[src/sv/ctt_pkg.sv]
package ctt_pkg;

    // Runs given out by one dispatch at most
    localparam int MAX_RUNS = 8;
    localparam int RUN_W = $clog2(MAX_RUNS + 1);

    // Queue depths
    localparam int CMD_DEPTH = 2;
    localparam int OUT_DEPTH = 2 * MAX_RUNS;
    localparam int OUT_CNT_W = $clog2(OUT_DEPTH + 1);

    typedef enum logic [1:0] {
        ACT_TICK     = 2'd0,
        ACT_ADD      = 2'd1,
        ACT_DELETE   = 2'd2,
        ACT_DISPATCH = 2'd3
    } action_t;

    typedef struct packed {
        logic [1:0]  action;
        logic [15:0] task_id;
        logic [7:0]  first_delay;
        logic [7:0]  repeat_period;
        logic [2:0]  slot;
    } in_item_t;

    typedef struct packed {
        logic [15:0] ran_task_id;
        logic [2:0]  ran_slot;
        logic        has_run;
        logic [2:0]  added_slot;
        logic        add_ok;
        logic        deleted_existing;
        logic        full_seen;
        logic        last_of_run;
    } out_item_t;

    // Decoded command passed from front to back
    typedef struct packed {
        action_t     op;
        logic [15:0] task_id;
        logic [7:0]  first_delay;
        logic [7:0]  repeat_period;
        logic [2:0]  slot;
        logic        slot_in_range;
        logic        null_task;
    } cmd_t;

    // One slot of the task table
    typedef struct packed {
        logic [15:0] task_id;
        logic [7:0]  delay;
        logic [7:0]  period;
        logic [7:0]  pending;
    } entry_t;

endpackage

[src/sv/ctt_fifo.sv]
module ctt_fifo #(
    parameter int WIDTH = 8,
    parameter int DEPTH = 2
) (
    input  logic                       aclk,
    input  logic                       aresetn,
    input  logic                       push_valid,
    output logic                       push_ready,
    input  logic [WIDTH-1:0]           push_data,
    output logic                       pop_valid,
    input  logic                       pop_ready,
    output logic [WIDTH-1:0]           pop_data,
    output logic [$clog2(DEPTH+1)-1:0] count
);

    localparam int PTR_W = (DEPTH > 1) ? $clog2(DEPTH) : 1;
    localparam int CNT_W = $clog2(DEPTH + 1);

    logic [WIDTH-1:0] data_mem [DEPTH];
    logic [PTR_W-1:0] wr_ptr_reg, wr_ptr_next;
    logic [PTR_W-1:0] rd_ptr_reg, rd_ptr_next;
    logic [CNT_W-1:0] count_reg, count_next;
    logic             do_push, do_pop;

    assign push_ready = (count_reg != CNT_W'(DEPTH));
    assign pop_valid  = (count_reg != '0);
    assign pop_data   = data_mem[rd_ptr_reg];
    assign count      = count_reg;
    assign do_push    = push_valid && push_ready;
    assign do_pop     = pop_valid && pop_ready;

    // Advance pointers with wrap at the queue depth
    always_comb begin
        wr_ptr_next = wr_ptr_reg;
        rd_ptr_next = rd_ptr_reg;
        count_next  = count_reg;
        if (do_push) begin
            wr_ptr_next = (wr_ptr_reg == PTR_W'(DEPTH - 1)) ? '0 : wr_ptr_reg + 1'b1;
        end
        if (do_pop) begin
            rd_ptr_next = (rd_ptr_reg == PTR_W'(DEPTH - 1)) ? '0 : rd_ptr_reg + 1'b1;
        end
        if (do_push && !do_pop) begin
            count_next = count_reg + 1'b1;
        end else if (!do_push && do_pop) begin
            count_next = count_reg - 1'b1;
        end
    end

    always_ff @(posedge aclk) begin
        if (!aresetn) begin
            wr_ptr_reg <= '0;
            rd_ptr_reg <= '0;
            count_reg  <= '0;
        end else begin
            wr_ptr_reg <= wr_ptr_next;
            rd_ptr_reg <= rd_ptr_next;
            count_reg  <= count_next;
        end
    end

    // Store the item at the write pointer
    always_ff @(posedge aclk) begin
        if (do_push) begin
            data_mem[wr_ptr_reg] <= push_data;
        end
    end

endmodule

[src/sv/ctt_front.sv]
module ctt_front #(
    parameter int SLOT_COUNT = 8
) (
    input  logic            aclk,
    input  logic            aresetn,
    input  logic            s_valid,
    output logic            s_ready,
    input  ctt_pkg::in_item_t s_item,
    output logic            cmd_valid,
    input  logic            cmd_ready,
    output ctt_pkg::cmd_t   cmd
);

    logic          cmd_valid_reg, cmd_valid_next;
    ctt_pkg::cmd_t cmd_reg, cmd_next;

    assign s_ready   = !cmd_valid_reg || cmd_ready;
    assign cmd_valid = cmd_valid_reg;
    assign cmd       = cmd_reg;

    // Classify the incoming item
    always_comb begin
        cmd_next.op            = ctt_pkg::action_t'(s_item.action);
        cmd_next.task_id       = s_item.task_id;
        cmd_next.first_delay   = s_item.first_delay;
        cmd_next.repeat_period = s_item.repeat_period;
        cmd_next.slot          = s_item.slot;
        cmd_next.slot_in_range = (32'(s_item.slot) < 32'(SLOT_COUNT));
        cmd_next.null_task     = (s_item.task_id == 16'd0);
    end

    // Hold one decoded item until the queue takes it
    always_comb begin
        cmd_valid_next = cmd_valid_reg;
        if (s_valid && s_ready) begin
            cmd_valid_next = 1'b1;
        end else if (cmd_ready) begin
            cmd_valid_next = 1'b0;
        end
    end

    always_ff @(posedge aclk) begin
        if (!aresetn) begin
            cmd_valid_reg <= 1'b0;
        end else begin
            cmd_valid_reg <= cmd_valid_next;
        end
    end

    always_ff @(posedge aclk) begin
        if (s_valid && s_ready) begin
            cmd_reg <= cmd_next;
        end
    end

endmodule

[src/sv/ctt_back.sv]
module ctt_back #(
    parameter int SLOT_COUNT = 8
) (
    input  logic                            aclk,
    input  logic                            aresetn,
    input  logic                            cmd_valid,
    output logic                            cmd_ready,
    input  ctt_pkg::cmd_t                   cmd,
    output logic                            res_valid,
    output ctt_pkg::out_item_t              res,
    input  logic [ctt_pkg::OUT_CNT_W-1:0]   out_count
);

    localparam int IDX_W = (SLOT_COUNT > 1) ? $clog2(SLOT_COUNT) : 1;
    localparam int RUN_W = ctt_pkg::RUN_W;

    typedef enum logic [1:0] {
        ST_IDLE,
        ST_SCAN,
        ST_FLUSH
    } state_t;

    state_t                  state_reg, state_next;
    ctt_pkg::action_t        op_reg, op_next;
    logic [IDX_W-1:0]        idx_reg, idx_next;
    logic [RUN_W-1:0]        runs_reg, runs_next;
    logic                    held_valid_reg, held_valid_next;
    logic [15:0]             held_task_reg, held_task_next;
    logic [IDX_W-1:0]        held_slot_reg, held_slot_next;
    logic                    full_reg, full_next;
    logic [SLOT_COUNT-1:0]   occ_reg, occ_next;

    // Slot table memory
    ctt_pkg::entry_t         slot_mem [SLOT_COUNT];
    ctt_pkg::entry_t         rd_data_reg;
    logic                    mem_we;
    logic [IDX_W-1:0]        mem_wa;
    logic [IDX_W-1:0]        mem_ra;
    ctt_pkg::entry_t         mem_wd;

    logic                    free_ok;
    logic                    any_free;
    logic [IDX_W-1:0]        free_idx;
    logic [IDX_W-1:0]        del_idx;
    logic                    last_slot;
    ctt_pkg::entry_t         cur;

    assign free_ok   = (out_count <= ctt_pkg::OUT_CNT_W'(ctt_pkg::OUT_DEPTH - ctt_pkg::MAX_RUNS));
    assign del_idx   = IDX_W'({{IDX_W{1'b0}}, cmd.slot});
    assign last_slot = (idx_reg == IDX_W'(SLOT_COUNT - 1));
    assign cur       = rd_data_reg;

    // Find the lowest empty slot
    always_comb begin
        any_free = 1'b0;
        free_idx = '0;
        for (int i = SLOT_COUNT - 1; i >= 0; i--) begin
            if (!occ_reg[i]) begin
                any_free = 1'b1;
                free_idx = IDX_W'(i);
            end
        end
    end

    // Sequence the commands
    always_comb begin
        state_next      = state_reg;
        op_next         = op_reg;
        idx_next        = idx_reg;
        runs_next       = runs_reg;
        held_valid_next = held_valid_reg;
        held_task_next  = held_task_reg;
        held_slot_next  = held_slot_reg;
        full_next       = full_reg;
        occ_next        = occ_reg;
        mem_we          = 1'b0;
        mem_wa          = idx_reg;
        mem_wd          = cur;
        mem_ra          = idx_reg;
        cmd_ready       = 1'b0;
        res_valid       = 1'b0;
        res             = '0;

        case (state_reg)
            ST_IDLE: begin
                if (cmd_valid && free_ok) begin
                    case (cmd.op)
                        ctt_pkg::ACT_ADD: begin
                            cmd_ready = 1'b1;
                            res_valid = 1'b1;
                            if (!cmd.null_task) begin
                                if (any_free) begin
                                    mem_we             = 1'b1;
                                    mem_wa             = free_idx;
                                    mem_wd.task_id     = cmd.task_id;
                                    mem_wd.delay       = cmd.first_delay;
                                    mem_wd.period      = cmd.repeat_period;
                                    mem_wd.pending     = 8'd0;
                                    occ_next[free_idx] = 1'b1;
                                    res.added_slot     = 3'({3'b000, free_idx});
                                    res.add_ok         = 1'b1;
                                end else begin
                                    full_next = 1'b1;
                                end
                            end
                            res.full_seen   = full_next;
                            res.last_of_run = 1'b1;
                        end
                        ctt_pkg::ACT_DELETE: begin
                            cmd_ready = 1'b1;
                            res_valid = 1'b1;
                            if (cmd.slot_in_range) begin
                                res.deleted_existing = occ_reg[del_idx];
                                occ_next[del_idx]    = 1'b0;
                            end
                            res.full_seen   = full_reg;
                            res.last_of_run = 1'b1;
                        end
                        default: begin
                            // Tick or dispatch: start a scan at slot zero
                            op_next         = cmd.op;
                            mem_ra          = '0;
                            idx_next        = '0;
                            runs_next       = '0;
                            held_valid_next = 1'b0;
                            state_next      = ST_SCAN;
                        end
                    endcase
                end
            end

            ST_SCAN: begin
                // Data for idx_reg is in rd_data_reg; read the next slot
                mem_ra   = idx_reg + 1'b1;
                idx_next = idx_reg + 1'b1;
                if (last_slot) begin
                    state_next = ST_FLUSH;
                end
                if (op_reg == ctt_pkg::ACT_TICK) begin
                    if (occ_reg[idx_reg]) begin
                        mem_we = 1'b1;
                        if (cur.delay == 8'd0) begin
                            if (cur.pending != 8'hFF) begin
                                mem_wd.pending = cur.pending + 8'd1;
                            end
                            if (cur.period != 8'd0) begin
                                mem_wd.delay = cur.period;
                            end
                        end else begin
                            mem_wd.delay = cur.delay - 8'd1;
                        end
                    end
                end else if (occ_reg[idx_reg] && cur.pending != 8'd0) begin
                    // Dispatch one run; hand the previous one on
                    mem_we         = 1'b1;
                    mem_wd.pending = cur.pending - 8'd1;
                    if (cur.period == 8'd0) begin
                        occ_next[idx_reg] = 1'b0;
                    end
                    if (held_valid_reg) begin
                        res_valid       = 1'b1;
                        res.ran_task_id = held_task_reg;
                        res.ran_slot    = 3'({3'b000, held_slot_reg});
                        res.has_run     = 1'b1;
                        res.full_seen   = full_reg;
                    end
                    held_valid_next = 1'b1;
                    held_task_next  = cur.task_id;
                    held_slot_next  = idx_reg;
                    runs_next       = runs_reg + 1'b1;
                    if (runs_reg == RUN_W'(ctt_pkg::MAX_RUNS - 1)) begin
                        state_next = ST_FLUSH;
                    end
                end
            end

            ST_FLUSH: begin
                // Emit the final result of the scan
                cmd_ready       = 1'b1;
                res_valid       = 1'b1;
                res.ran_task_id = held_valid_reg ? held_task_reg : 16'd0;
                res.ran_slot    = held_valid_reg ? 3'({3'b000, held_slot_reg}) : 3'd0;
                res.has_run     = held_valid_reg;
                res.full_seen   = full_reg;
                res.last_of_run = 1'b1;
                held_valid_next = 1'b0;
                state_next      = ST_IDLE;
            end

            default: begin
                state_next = ST_IDLE;
            end
        endcase
    end

    always_ff @(posedge aclk) begin
        if (!aresetn) begin
            state_reg      <= ST_IDLE;
            op_reg         <= ctt_pkg::ACT_TICK;
            idx_reg        <= '0;
            runs_reg       <= '0;
            held_valid_reg <= 1'b0;
            full_reg       <= 1'b0;
            occ_reg        <= '0;
        end else begin
            state_reg      <= state_next;
            op_reg         <= op_next;
            idx_reg        <= idx_next;
            runs_reg       <= runs_next;
            held_valid_reg <= held_valid_next;
            full_reg       <= full_next;
            occ_reg        <= occ_next;
        end
    end

    // Held run payload
    always_ff @(posedge aclk) begin
        held_task_reg <= held_task_next;
        held_slot_reg <= held_slot_next;
    end

    // Single write port, single registered read port
    always_ff @(posedge aclk) begin
        if (mem_we) begin
            slot_mem[mem_wa] <= mem_wd;
        end
        rd_data_reg <= slot_mem[mem_ra];
    end

endmodule

[src/sv/cooperative_task_timer_table.sv]
// Channel   Ports                       Payload                 Direction
// input     s_valid, s_ready, s_item    ctt_pkg::in_item_t      in
// result    m_valid, m_ready, m_item    ctt_pkg::out_item_t     out
//
// Add and delete complete in the executor's idle state; tick and dispatch scan the
// slot memory one slot per cycle, then emit a final result from the flush state.
// A dispatch stops its scan after its eighth run.
// Synchronous active-low reset empties every slot at once through per-slot occupancy
// bits and clears the full flag and both queues; no clearing pass follows.
// The executor starts an item only with at least eight free places in the 16-deep
// result queue, so a stalled m_ready stalls it between items, never inside one.
module cooperative_task_timer_table #(
    parameter int SLOT_COUNT = 8
) (
    input  logic               aclk,
    input  logic               aresetn,
    input  logic               s_valid,
    output logic               s_ready,
    input  ctt_pkg::in_item_t  s_item,
    output logic               m_valid,
    input  logic               m_ready,
    output ctt_pkg::out_item_t m_item
);

    localparam int CMD_W = $bits(ctt_pkg::cmd_t);
    localparam int RES_W = $bits(ctt_pkg::out_item_t);

    logic                          fr_valid, fr_ready;
    ctt_pkg::cmd_t                 fr_cmd;
    logic                          q_valid, q_ready;
    ctt_pkg::cmd_t                 q_cmd;
    logic                          res_valid;
    ctt_pkg::out_item_t            res;
    logic [ctt_pkg::OUT_CNT_W-1:0] out_count;
    logic [$clog2(ctt_pkg::CMD_DEPTH+1)-1:0] cmd_count;

    // Accept and decode items
    ctt_front #(
        .SLOT_COUNT (SLOT_COUNT)
    ) u_front (
        .aclk      (aclk),
        .aresetn   (aresetn),
        .s_valid   (s_valid),
        .s_ready   (s_ready),
        .s_item    (s_item),
        .cmd_valid (fr_valid),
        .cmd_ready (fr_ready),
        .cmd       (fr_cmd)
    );

    // Command queue between front and executor
    ctt_fifo #(
        .WIDTH (CMD_W),
        .DEPTH (ctt_pkg::CMD_DEPTH)
    ) u_cmd_q (
        .aclk       (aclk),
        .aresetn    (aresetn),
        .push_valid (fr_valid),
        .push_ready (fr_ready),
        .push_data  (fr_cmd),
        .pop_valid  (q_valid),
        .pop_ready  (q_ready),
        .pop_data   (q_cmd),
        .count      (cmd_count)
    );

    // Execute commands against the slot table
    ctt_back #(
        .SLOT_COUNT (SLOT_COUNT)
    ) u_back (
        .aclk      (aclk),
        .aresetn   (aresetn),
        .cmd_valid (q_valid),
        .cmd_ready (q_ready),
        .cmd       (q_cmd),
        .res_valid (res_valid),
        .res       (res),
        .out_count (out_count)
    );

    // Result queue toward the consumer
    ctt_fifo #(
        .WIDTH (RES_W),
        .DEPTH (ctt_pkg::OUT_DEPTH)
    ) u_out_q (
        .aclk       (aclk),
        .aresetn    (aresetn),
        .push_valid (res_valid),
        .push_ready (),
        .push_data  (res),
        .pop_valid  (m_valid),
        .pop_ready  (m_ready),
        .pop_data   (m_item),
        .count      (out_count)
    );

endmodule
[config.mk]
export PLATFORM = sky130hd
export DESIGN_NAME = cooperative_task_timer_table
export DESIGN_NICKNAME = d
export VERILOG_FILES = /design/src/sv/ctt_pkg.sv /design/src/sv/ctt_fifo.sv /design/src/sv/ctt_front.sv /design/src/sv/ctt_back.sv /design/src/sv/cooperative_task_timer_table.sv
export SDC_FILE = /design/constraint.sdc
export NUM_CORES = 1
export LEC_CHECK = 0
export BUFFER_PORTS_ARGS = -buffer_cell sky130_fd_sc_hd__clkbuf_2
export CORE_MARGIN = 3
export CORE_UTILIZATION = 50
export DETAILED_ROUTE_END_ITERATION = 7
export PLACE_DENSITY_LB_ADDON = 0.15
export SYNTH_ARGS = -nofsm -noshare
export SYNTH_HDL_FRONTEND = slang
export SYNTH_SLANG_ARGS = --single-unit
[constraint.sdc]
create_clock -name aclk -period 12.7 [get_ports aclk]
set_input_delay 2.54 -clock aclk [delete_from_list [all_inputs] [get_ports aclk]]
set_output_delay 2.54 -clock aclk [all_outputs]
set_load 0.1 [all_outputs]
==> out/results.tsv, run 1 <==
metric	value	unit
outcome	finished, final reports clean	
grt_usage	20.5	%
rows	100	
coreArea	0.0746	mm^2
io_buffer_count	69	
cts_setup_buffers	0	
vias_per_cell	5.92	
synth_flop_cell	edfxtp_1	
worst_pin_slew	1.11	ns
clock-sinks	969	
layout_commonest_cell	edfxtp_1	
grt_max_degree	64	
grt_first_pass_wirelength	119	mm
cp_cell_sequence	buf_4 > mux4_2 > mux4_2 > clkbuf_2	
holdPathStages	0	
reg2reg_slack	7.62	ns
regMostFlops	u_out_q.data_mem	
routed_wl	79.0	mm
required	10.16	ns
stdcell_area	0.0426	mm^2
hold_buffers	0	
hold_violations	0	
cts-root-buf	clkbuf_16	
cts_tree	built	
async_flop_share	0	%
nets	2069	
place_area	0.0393	mm^2
p_per_area	196	mW/mm^2
die_h	281	um
grt.overflow.total	0	
ff2ff_path_depth	11	
clk_latency	0.65	ns
dr_wl_met2	39.8	mm
largest_register_ffs	432	
path_common_cell	mux4_2	
seq_area_frac_synth	74.9	%
fillerInstances	5515	
cts_max_level	3	
dieArea	0.0788	mm^2
peakVddDrop	134	uV
cts_buffer_depth	3	
endpoint_kind	output port	
routedWlPerCell	25.9	um
hpwlAfterDp	42.0	mm
cp_max_fo	45	
tns	0	ns
synth_area_leaders	edfxtp_1, mux4_2, dfxtp_1, mux2_2, mux2i_1	
period_share	49.1	%
initial_core_util	50.6	%
period_needed	6.24	ns
synth_edf_count	885	
skew	0.0208	ns
gp_congestion	0.808	
vias	18100	
syn_inst	1886	
wl_met3	4.70	mm
p_leak	13.1	nW
syn_avg_cell_area	20.0	um^2
drive_above_1_share	27.3	%
syn2layout_area_growth	12.8	%
fmax	160	MHz
drtIter0Drc	1770	
setup_viol	0	
io_pins	70	
cts_resized	0	
slowest_stage	buf_4	
path_class	register to output port	
worstHoldStart	u_front.cmd[36]	
max_stage_delay	0.81	ns
maxCapViolCount	0	
synth_area_leader_cell	edfxtp_1	
critPathLaunchType	register	
die_w	281	um
ys_seq_elements	969	
antenna_found_initial	2	
firstDrtPassIters	5	
post-route-util	57.1	%
reg_top3	u_out_q.data_mem: 432 flops, u_back.slot_mem: 320 flops, u_cmd_q.data_mem: 76 flops	
hold_ws	0.432	ns
diodes	0	
yosysWarnings	0	
min_to	u_cmd_q.data_mem[1][35]	
hold_path_class	register to register	
grt_pass1_vias	18700	
final_cell_mix	edfxtp_1, mux4_2, clkbuf_16, dfxtp_1, nand2_1	
cp.arrival	3.70	ns
wirelength_met1	32.5	mm
relSlewSlack	25.5	%
rsz0062_at_grt	no	
final_max_slew_viol_count	0	
synth_top_area_share	70.4	%
antenna_left	0	
clkTransAtPathRegs	0.06	ns
drcViolationCount	0	
syn-num-nets	1951	
synth_area	0.0377	mm^2
highest_layer	met4	
r2r_end	u_back.slot_mem[3][27]	
cts_made_buffers	97	
yosysUniqueCellTypes	78	
## cell type report
class                      instances  area, um^2  area share [%]
multi-input combinational        795        9070            21.3
clock inverter                    53         558            1.31
tap                              969        1210            2.85
timing repair buffer             109         646            1.52
inverter                          32         120           0.282
sequential                       969       28300            66.4
clock buffer                     126        2690            6.32
## cell families (layout without fill, tap and decap cells)
| family | Yosys count | after routing | share of synthesized area, % |
|---|---|---|---|
| flip-flops | 969 | 969 | 74.9 |
| multiplexers | 307 | 307 | 15.5 |
| AND/OR/NAND/NOR | 273 | 273 | 3.74 |
| AO/OA/AOI/OAI | 176 | 176 | 3.16 |
| buffers and inverters | 122 | 320 | 1.54 |
| adder cells (fa/ha/maj) | 24 | 24 | 0.816 |
| XOR/XNOR | 15 | 15 | 0.348 |
## stage by stage
stage | setup slack, ns | std cells | total power, mW
after floorplan | 6.88 | 1886 | 5.19
after global placement | 7.05 | 2874 | 5.51
after detailed placement | 7.03 | 2874 | 5.55
after CTS | 6.32 | 3053 | 8.43
after global routing | 6.20 | 3053 | 8.69
final | 6.46 | 3053 | 8.34
## Yosys cell counts, types with 8 or more instances
cell      count
dfxtp_1      84
edfxtp_1    885
o21a_1        9
mux2_2       44
buf_2        12
o21ai_0      52
buf_1         9
nor2b_1      11
buf_6        10
inv_1        31
ha_1         23
nor3_1       17
buf_4         8
nand3_1      18
nand2_1      78
and3_1        8
and2_1       38
nor4_1       14
mux2i_1      46
nor2_1       45
mux4_2      217
clkbuf_1     50
a21oi_1      28
xnor2_1       9
a21boi_0      8
## worst max-delay path: cells and delay by family, from the launching register on
kind,cells,cell delay [ns]
multiplexers,2,1.12
buffers and inverters,2,1.21
flip-flops,1,0.68
## where the power goes
part	internal [mW]	switching (mW)	total (mW)
clock network	1.71	1.16	2.88
logic	0.586	0.972	1.56
registers	3.76	0.147	3.90
total	6.06	2.28	8.34
## worst max path at each step
stage                                       end      from  slack, ns
after CTS                             m_item[5]  register       6.32
after global routing                 m_item[12]  register       6.20
final                                m_item[11]  register       6.46
after detailed placement              m_item[5]  register       7.03
after floorplan           u_back.slot_mem[4][0]  register       6.88
after global placement                m_item[5]  register       7.05
## layer usage
layer | track usage (%) | up-vias
li1 | - | 7943
met1 | 28.0 | 9365
met2 | 34.4 | 629
met3 | 3.26 | 138
met4 | 6.38 | 0
met5 | 0 | -
Note: power is estimated with default switching activity, not from simulation.
==> inputs of run 2 (changes only) <==
--- a/config.mk
+++ b/config.mk
@@ -5,6 +5,7 @@
 export SDC_FILE = /design/constraint.sdc
 export NUM_CORES = 1
 export LEC_CHECK = 0
+export ABC_AREA = 1
 export BUFFER_PORTS_ARGS = -buffer_cell sky130_fd_sc_hd__clkbuf_2
 export CORE_MARGIN = 3
 export CORE_UTILIZATION = 50
==> constraint.sdc (replaced) <==
create_clock -name aclk -period 6.45 [get_ports aclk]
set_input_delay 1.29 -clock aclk [delete_from_list [all_inputs] [get_ports aclk]]
set_output_delay 1.29 -clock aclk [all_outputs]
set_load 0.1 [all_outputs]
==> run 2 against run 1 <==
Worst setup slack got worse by 4.8 ns. Global-route usage increased by 2.8 points. Final cell count increased by 56%. Flip-flop and latch count unchanged. Largest cell class unchanged.
==> out/results.tsv, run 2 <==
metric	value	unit
critical-path-top-delay-family	buffers and inverters	
synthTopCellsByCount	edfxtp_1, nand2_1, inv_1	
setup_viol	0	
vias_per_cell	5.42	
r2r_end	u_out_q.count[4]	
relSlewSlack	20.5	%
initial_core_util	50.6	%
largest_register_ffs	432	
clkTransAtPathRegs	0.06	ns
hold_buffers	0	
io_pins	70	
grt.overflow.total	0	
period_needed	4.79	ns
seq_area_frac_synth	69.2	%
grt_max_degree	143	
diodes	0	
cts_buffer_depth	3	
reg_top3	u_out_q.data_mem: 432 flops, u_back.slot_mem: 320 flops, u_cmd_q.data_mem: 76 flops	
slowest_stage	dfxtp_4	
grt-busiest-layer	met2	
worst_pin_slew	1.18	ns
ff2ff_path_depth	24	
critPathLaunchType	register	
syn2layout_area_growth	11.3	%
layout_commonest_cell	edfxtp_1	
syn_avg_cell_area	11.5	um^2
period_share	74.2	%
dp_cells	4576	
min_to	u_cmd_q.data_mem[0][9]	
yosysMostFrequentCell	edfxtp_1	
synth_edf_count	885	
cp.arrival	3.50	ns
rows	104	
outcome	finished, final reports clean	
clock-sinks	969	
grt_pass1_vias	25500	
finalPower	17.8	mW
drtIter0Drc	2107	
synth_area_leader_cell	edfxtp_1	
synth_top_area_share	65.1	%
cts_setup_buffers	0	
rsz0062_at_grt	no	
hold_path_class	register to register	
worstHoldStart	u_front.cmd[10]	
critPathBufInv	3	
cts_made_buffers	98	
tns	0	ns
dieArea	0.0852	mm^2
path_class	register to output port	
instances_no_fill	4761	
coreArea	0.0807	mm^2
gp_congestion	0.862	
cts_resized	0	
hold_violations	0	
fillerInstances	6682	
maxCapViolCount	0	
die_h	292	um
grt.met2_usage	40.9	%
synth_flop_cell	edfxtp_1	
vias	25800	
io_buffer_count	69	
die_w	292	um
yosysUniqueCellTypes	47	
firstDrtPassIters	6	
skew	0.0329	ns
synth_area_leaders	edfxtp_1, nand2_1, inv_1, dfxtp_1, nand3_1	
peakVddDrop	317	uV
drcViolationCount	0	
routedWlPerCell	20.8	um
max_stage_delay	0.74	ns
syn-num-nets	3619	
p_per_area	392	mW/mm^2
drive_above_1_share	8.86	%
final_cell_mix	edfxtp_1, nand2_1, inv_1, nand3_1, o21ai_0	
grt.met1_usage	30.5	%
yosysWarnings	0	
final_max_slew_viol_count	0	
cts_tree	built	
cp_max_fo	53	
endpoint_kind	output port	
p_leak	17.4	nW
required	5.16	ns
ys_seq_elements	969	
routed_wl	99.1	mm
grt_use_met3	3.13	%
grt_first_pass_wirelength	152	mm
reg2reg_slack	1.73	ns
antenna_found_initial	1	
syn_inst	3554	
holdPathStages	0	
cp_cell_sequence	inv_2 > buf_4 > o21ai_0 > o211ai_1 > nand2_1 > clkbuf_2	
multiInputGateArea	0.00997	mm^2
nets	3681	
antenna_left	0	
synth_area	0.0408	mm^2
async_flop_share	0	%
cts_max_level	3	
grt_usage	23.3	%
regMostFlops	u_out_q.data_mem	
hpwlAfterDp	56.7	mm
fmax	209	MHz
cts-root-buf	clkbuf_16	
ff_latch_area	0.0283	mm^2
clk_latency	0.65	ns
## run 2: layer usage
metal,share of wire (%),up-vias
met2,51,633
met5,0,-
li1,-,12300
met3,4.3,170
met1,43,12700
met4,2.6,0
## run 2: final cells by class
| type | instances | share of cell area, % |
|---|---|---|
| Inverter | 533 | 4.40 |
| Tap cell | 1060 | 2.92 |
| Clock buffer | 140 | 5.84 |
| Timing Repair Buffer | 132 | 1.86 |
| Sequential cell | 969 | 62.2 |
| Clock inverter | 45 | 0.834 |
| Multi-Input combinational cell | 1882 | 21.9 |
## run 2: power by group
part | total [mW] | switching [mW] | internal (mW)
registers | 7.88 | 0.348 | 7.53
logic | 4.56 | 3.42 | 1.13
clock network | 5.37 | 2.30 | 3.06
## run 2: how the worst max path moves through the flow
stage | slack, ns | from | endpoint | depth (start not counted)
floorplan | 1.62 | register | u_back.slot_mem[6][0] | 13
global placement | 1.85 | register | u_out_q.count[4] | 24
detailed placement | 1.77 | register | u_out_q.count[4] | 24
CTS | 1.56 | register | m_item[24] | 6
global route | 1.23 | register | u_out_q.count[4] | 24
finish | 1.66 | register | m_item[24] | 6
## run 2: cells by family (layout without fill, tap and decap cells)
family	count (synthesis)	count (layout)	share of synthesized area (%)
simple gates	1210	1210	12.7
flops	969	969	69.2
buf+inv	703	850	6.91
compound gates	518	518	7.31
mux	114	114	2.79
fa+ha+maj	24	24	0.754
xor+xnor	16	16	0.343
## run 2: worst reg2reg max path: stages, from the launching register on
cell and delay, ns:
dfxtp_2 0.33, inv_2 0.03, buf_4 0.24, or2_2 0.32
o21ai_0 0.11, inv_1 0.09, ha_1 0.35, inv_1 0.10
nand2_1 0.07, nand2_1 0.48, inv_1 0.12, nand2_2 0.14
nand2_1 0.55, inv_2 0.20, ha_1 0.25, inv_1 0.10
ha_1 0.34, nand2_1 0.09, nor2_1 0.04, a211oi_1 0.25
nand2_1 0.09, nand2_1 0.07, nor2_1 0.05, o21ai_0 0.14
a21oi_1 0.05
## run 2: through the flow
stage          hold slack, ns  area (um^2)  setup slack, ns  util (%)
3_5_place_dp            0.431        42400             1.77      52.6
3_3_place_gp            0.425        42400             1.85      52.6
6_report                0.442        45400             1.66      56.3
4_1_cts                 0.438        45400             1.56      56.3
2_1_floorplan           0.409        40800             1.62         -
5_1_grt                 0.460        45400             1.23      56.3
==> inputs of run 3 (changes only) <==
--- a/config.mk
+++ b/config.mk
@@ -5,7 +5,7 @@
 export SDC_FILE = /design/constraint.sdc
 export NUM_CORES = 1
 export LEC_CHECK = 0
-export ABC_AREA = 1
+export ABC_AREA = 0
 export BUFFER_PORTS_ARGS = -buffer_cell sky130_fd_sc_hd__clkbuf_2
 export CORE_MARGIN = 3
 export CORE_UTILIZATION = 50
==> constraint.sdc (replaced) <==
create_clock -name aclk -period 4.1 [get_ports aclk]
set_input_delay 0.82 -clock aclk [delete_from_list [all_inputs] [get_ports aclk]]
set_output_delay 0.82 -clock aclk [all_outputs]
set_load 0.1 [all_outputs]
==> run 3 against run 2 <==
Clock power increased by 61%. Critical endpoint is now m_item[21]. Sequential share of layout area increased by 3.5 points. Critical path type unchanged. Core utilization increased by 1.4 points.
==> out/results.tsv, run 3 (synthesized netlist as in run 1, its figures left out) <==
metric	value	unit
hold_ws	0.350	ns
path_depth	4	
period_share	95.0	%
cp.arrival	3.07	ns
grt_pass1_vias	19200	
hold_path_class	input pin to register	
cp_cell_sequence	buf_12 > mux4_2 > mux4_2 > clkbuf_2	
antenna_found_initial	0	
cts-root-buf	clkbuf_16	
clkTransAtPathRegs	0.06	ns
vias	18100	
hpwlAfterDp	44.9	mm
fmax	257	MHz
io_pins	70	
nets	2106	
skew	0.0181	ns
relSlewSlack	27.0	%
cp_max_fo	46	
outcome	finished, final reports clean	
instances_no_fill	3091	
final_max_slew_viol_count	0	
hold_buffers	0	
tns	0	ns
initial_core_util	50.6	%
cts_made_buffers	98	
drive_above_1_share	28.3	%
cts_resized	0	
firstDrtPassIters	5	
maxCapViolCount	0	
period_needed	3.89	ns
routed_wl	77.9	mm
syn2layout_area_growth	14.1	%
critPathLaunchType	register	
drcViolationCount	0	
setup_viol	0	
peakVddDrop	347	uV
ff2ff_path_depth	16	
dieArea	0.0788	mm^2
max_stage_delay	0.57	ns
post-route-util	57.7	%
path_common_cell	mux4_2	
diodes	0	
regMostFlops	u_out_q.data_mem	
slowest_stage	mux4_2	
layout_commonest_cell	edfxtp_1	
critical-path-top-delay-family	multiplexers	
die_h	281	um
cts_setup_buffers	0	
holdPathStages	1	
r2r_end	u_out_q.count[4]	
die_w	281	um
critPathBufInv	2	
grt.overflow.total	0	
clock-sinks	969	
vias_per_cell	5.85	
worst_pin_slew	1.10	ns
required	3.28	ns
dp_cells	2910	
io_buffer_count	69	
drtIter0Drc	1587	
cts_tree	built	
min_to	u_front.cmd[15]	
grt_first_pass_wirelength	119	mm
cts_buffer_depth	3	
rsz0062_at_grt	no	
rows	100	
gp_congestion	0.870	
worstHoldStart	s_item[13]	
grt_usage	20.3	%
largest_register_ffs	432	
antenna_left	0	
cts_max_level	3	
routedWlPerCell	25.2	um
path_class	register to output port	
reg2reg_slack	0.27	ns
coreArea	0.0746	mm^2
clk_latency	0.65	ns
final_cell_mix	edfxtp_1, mux4_2, clkbuf_16, dfxtp_1, nand2_1	
reg_top3	u_out_q.data_mem: 432 flops, u_back.slot_mem: 320 flops, u_cmd_q.data_mem: 76 flops	
hold_violations	0	
p_leak	13.4	nW
endpoint_kind	output port	
p_per_area	600	mW/mm^2
grt_max_degree	63	
-- run 3: cell types whose count changed in the layout (fill, tap and decap cells not counted), sizes merged, moves of 44 or more --
| cell | before | now |
|---|---|---|
| a21oi | 151 | 28 |
| inv | 531 | 37 |
| mux2 | 0 | 44 |
| mux2i | 114 | 46 |
| mux4 | 0 | 217 |
| nand2 | 747 | 78 |
| nand3 | 246 | 18 |
| nor2 | 126 | 46 |
| o211ai | 115 | 6 |
| o21ai | 198 | 55 |
-- run 3: power by group --
group	switching, mW	internal [mW]
registers	0.415	11.6
logic	3.18	1.98
clock network	3.60	5.04
total	7.19	18.6
-- run 3: how the worst max path moves through the flow --
stage               startpoint               endpoint  slack (ns)
floorplan             register  u_back.slot_mem[0][0]       -0.48
global placement      register       u_out_q.count[4]        0.27
detailed placement    register       u_out_q.count[4]        0.27
CTS                   register             m_item[12]        0.11
global route          register       u_out_q.count[4]        0.02
finish                register             m_item[21]        0.21
-- run 3: worst register-to-register path, delay by kind of cell (launching register included) --
kind	cells	cell delay, ns
AOI/OAI and AO/OA	3	0.52
xor gates and xnor gates	1	0.08
adders and majority gates	3	0.87
buffers and inverters	3	0.30
DFF	1	0.35
muxes	1	0.29
and+or+nand+nor	5	1.32
-- run 3: layout make-up --
| type | count | area, um^2 |
|---|---|---|
| inverter | 32 | 120 |
| timing repair buffer | 145 | 1170 |
| fill | 5496 | 31500 |
| sequential | 969 | 28300 |
| clock inverter | 40 | 369 |
| clock buffer | 141 | 2780 |
| tap | 969 | 1210 |
| multi-input combinational | 795 | 9140 |
-- run 3: metrics by stage --
stage / worst slack (ns) / cell area (um^2) / total power [mW]
2_1_floorplan: -0.480 / 37900 / 16.1
3_3_place_gp: 0.266 / 39900 / 17.4
3_5_place_dp: 0.268 / 39900 / 17.5
4_1_cts: 0.113 / 43100 / 26.2
5_1_grt: 0.0176 / 43100 / 26.9
6_report: 0.206 / 43100 / 25.8
-- run 3: per-layer routing --
| metal | GRT usage, % | vias up | wire (um) |
|---|---|---|---|
| li1 | - | 8044 | - |
| met1 | 27.2 | 9417 | 32900 |
| met2 | 35.4 | 492 | 40000 |
| met4 | 4.66 | 0 | 1460 |
| met3 | 3.28 | 131 | 3530 |
| met5 | 0 | - | 0 |
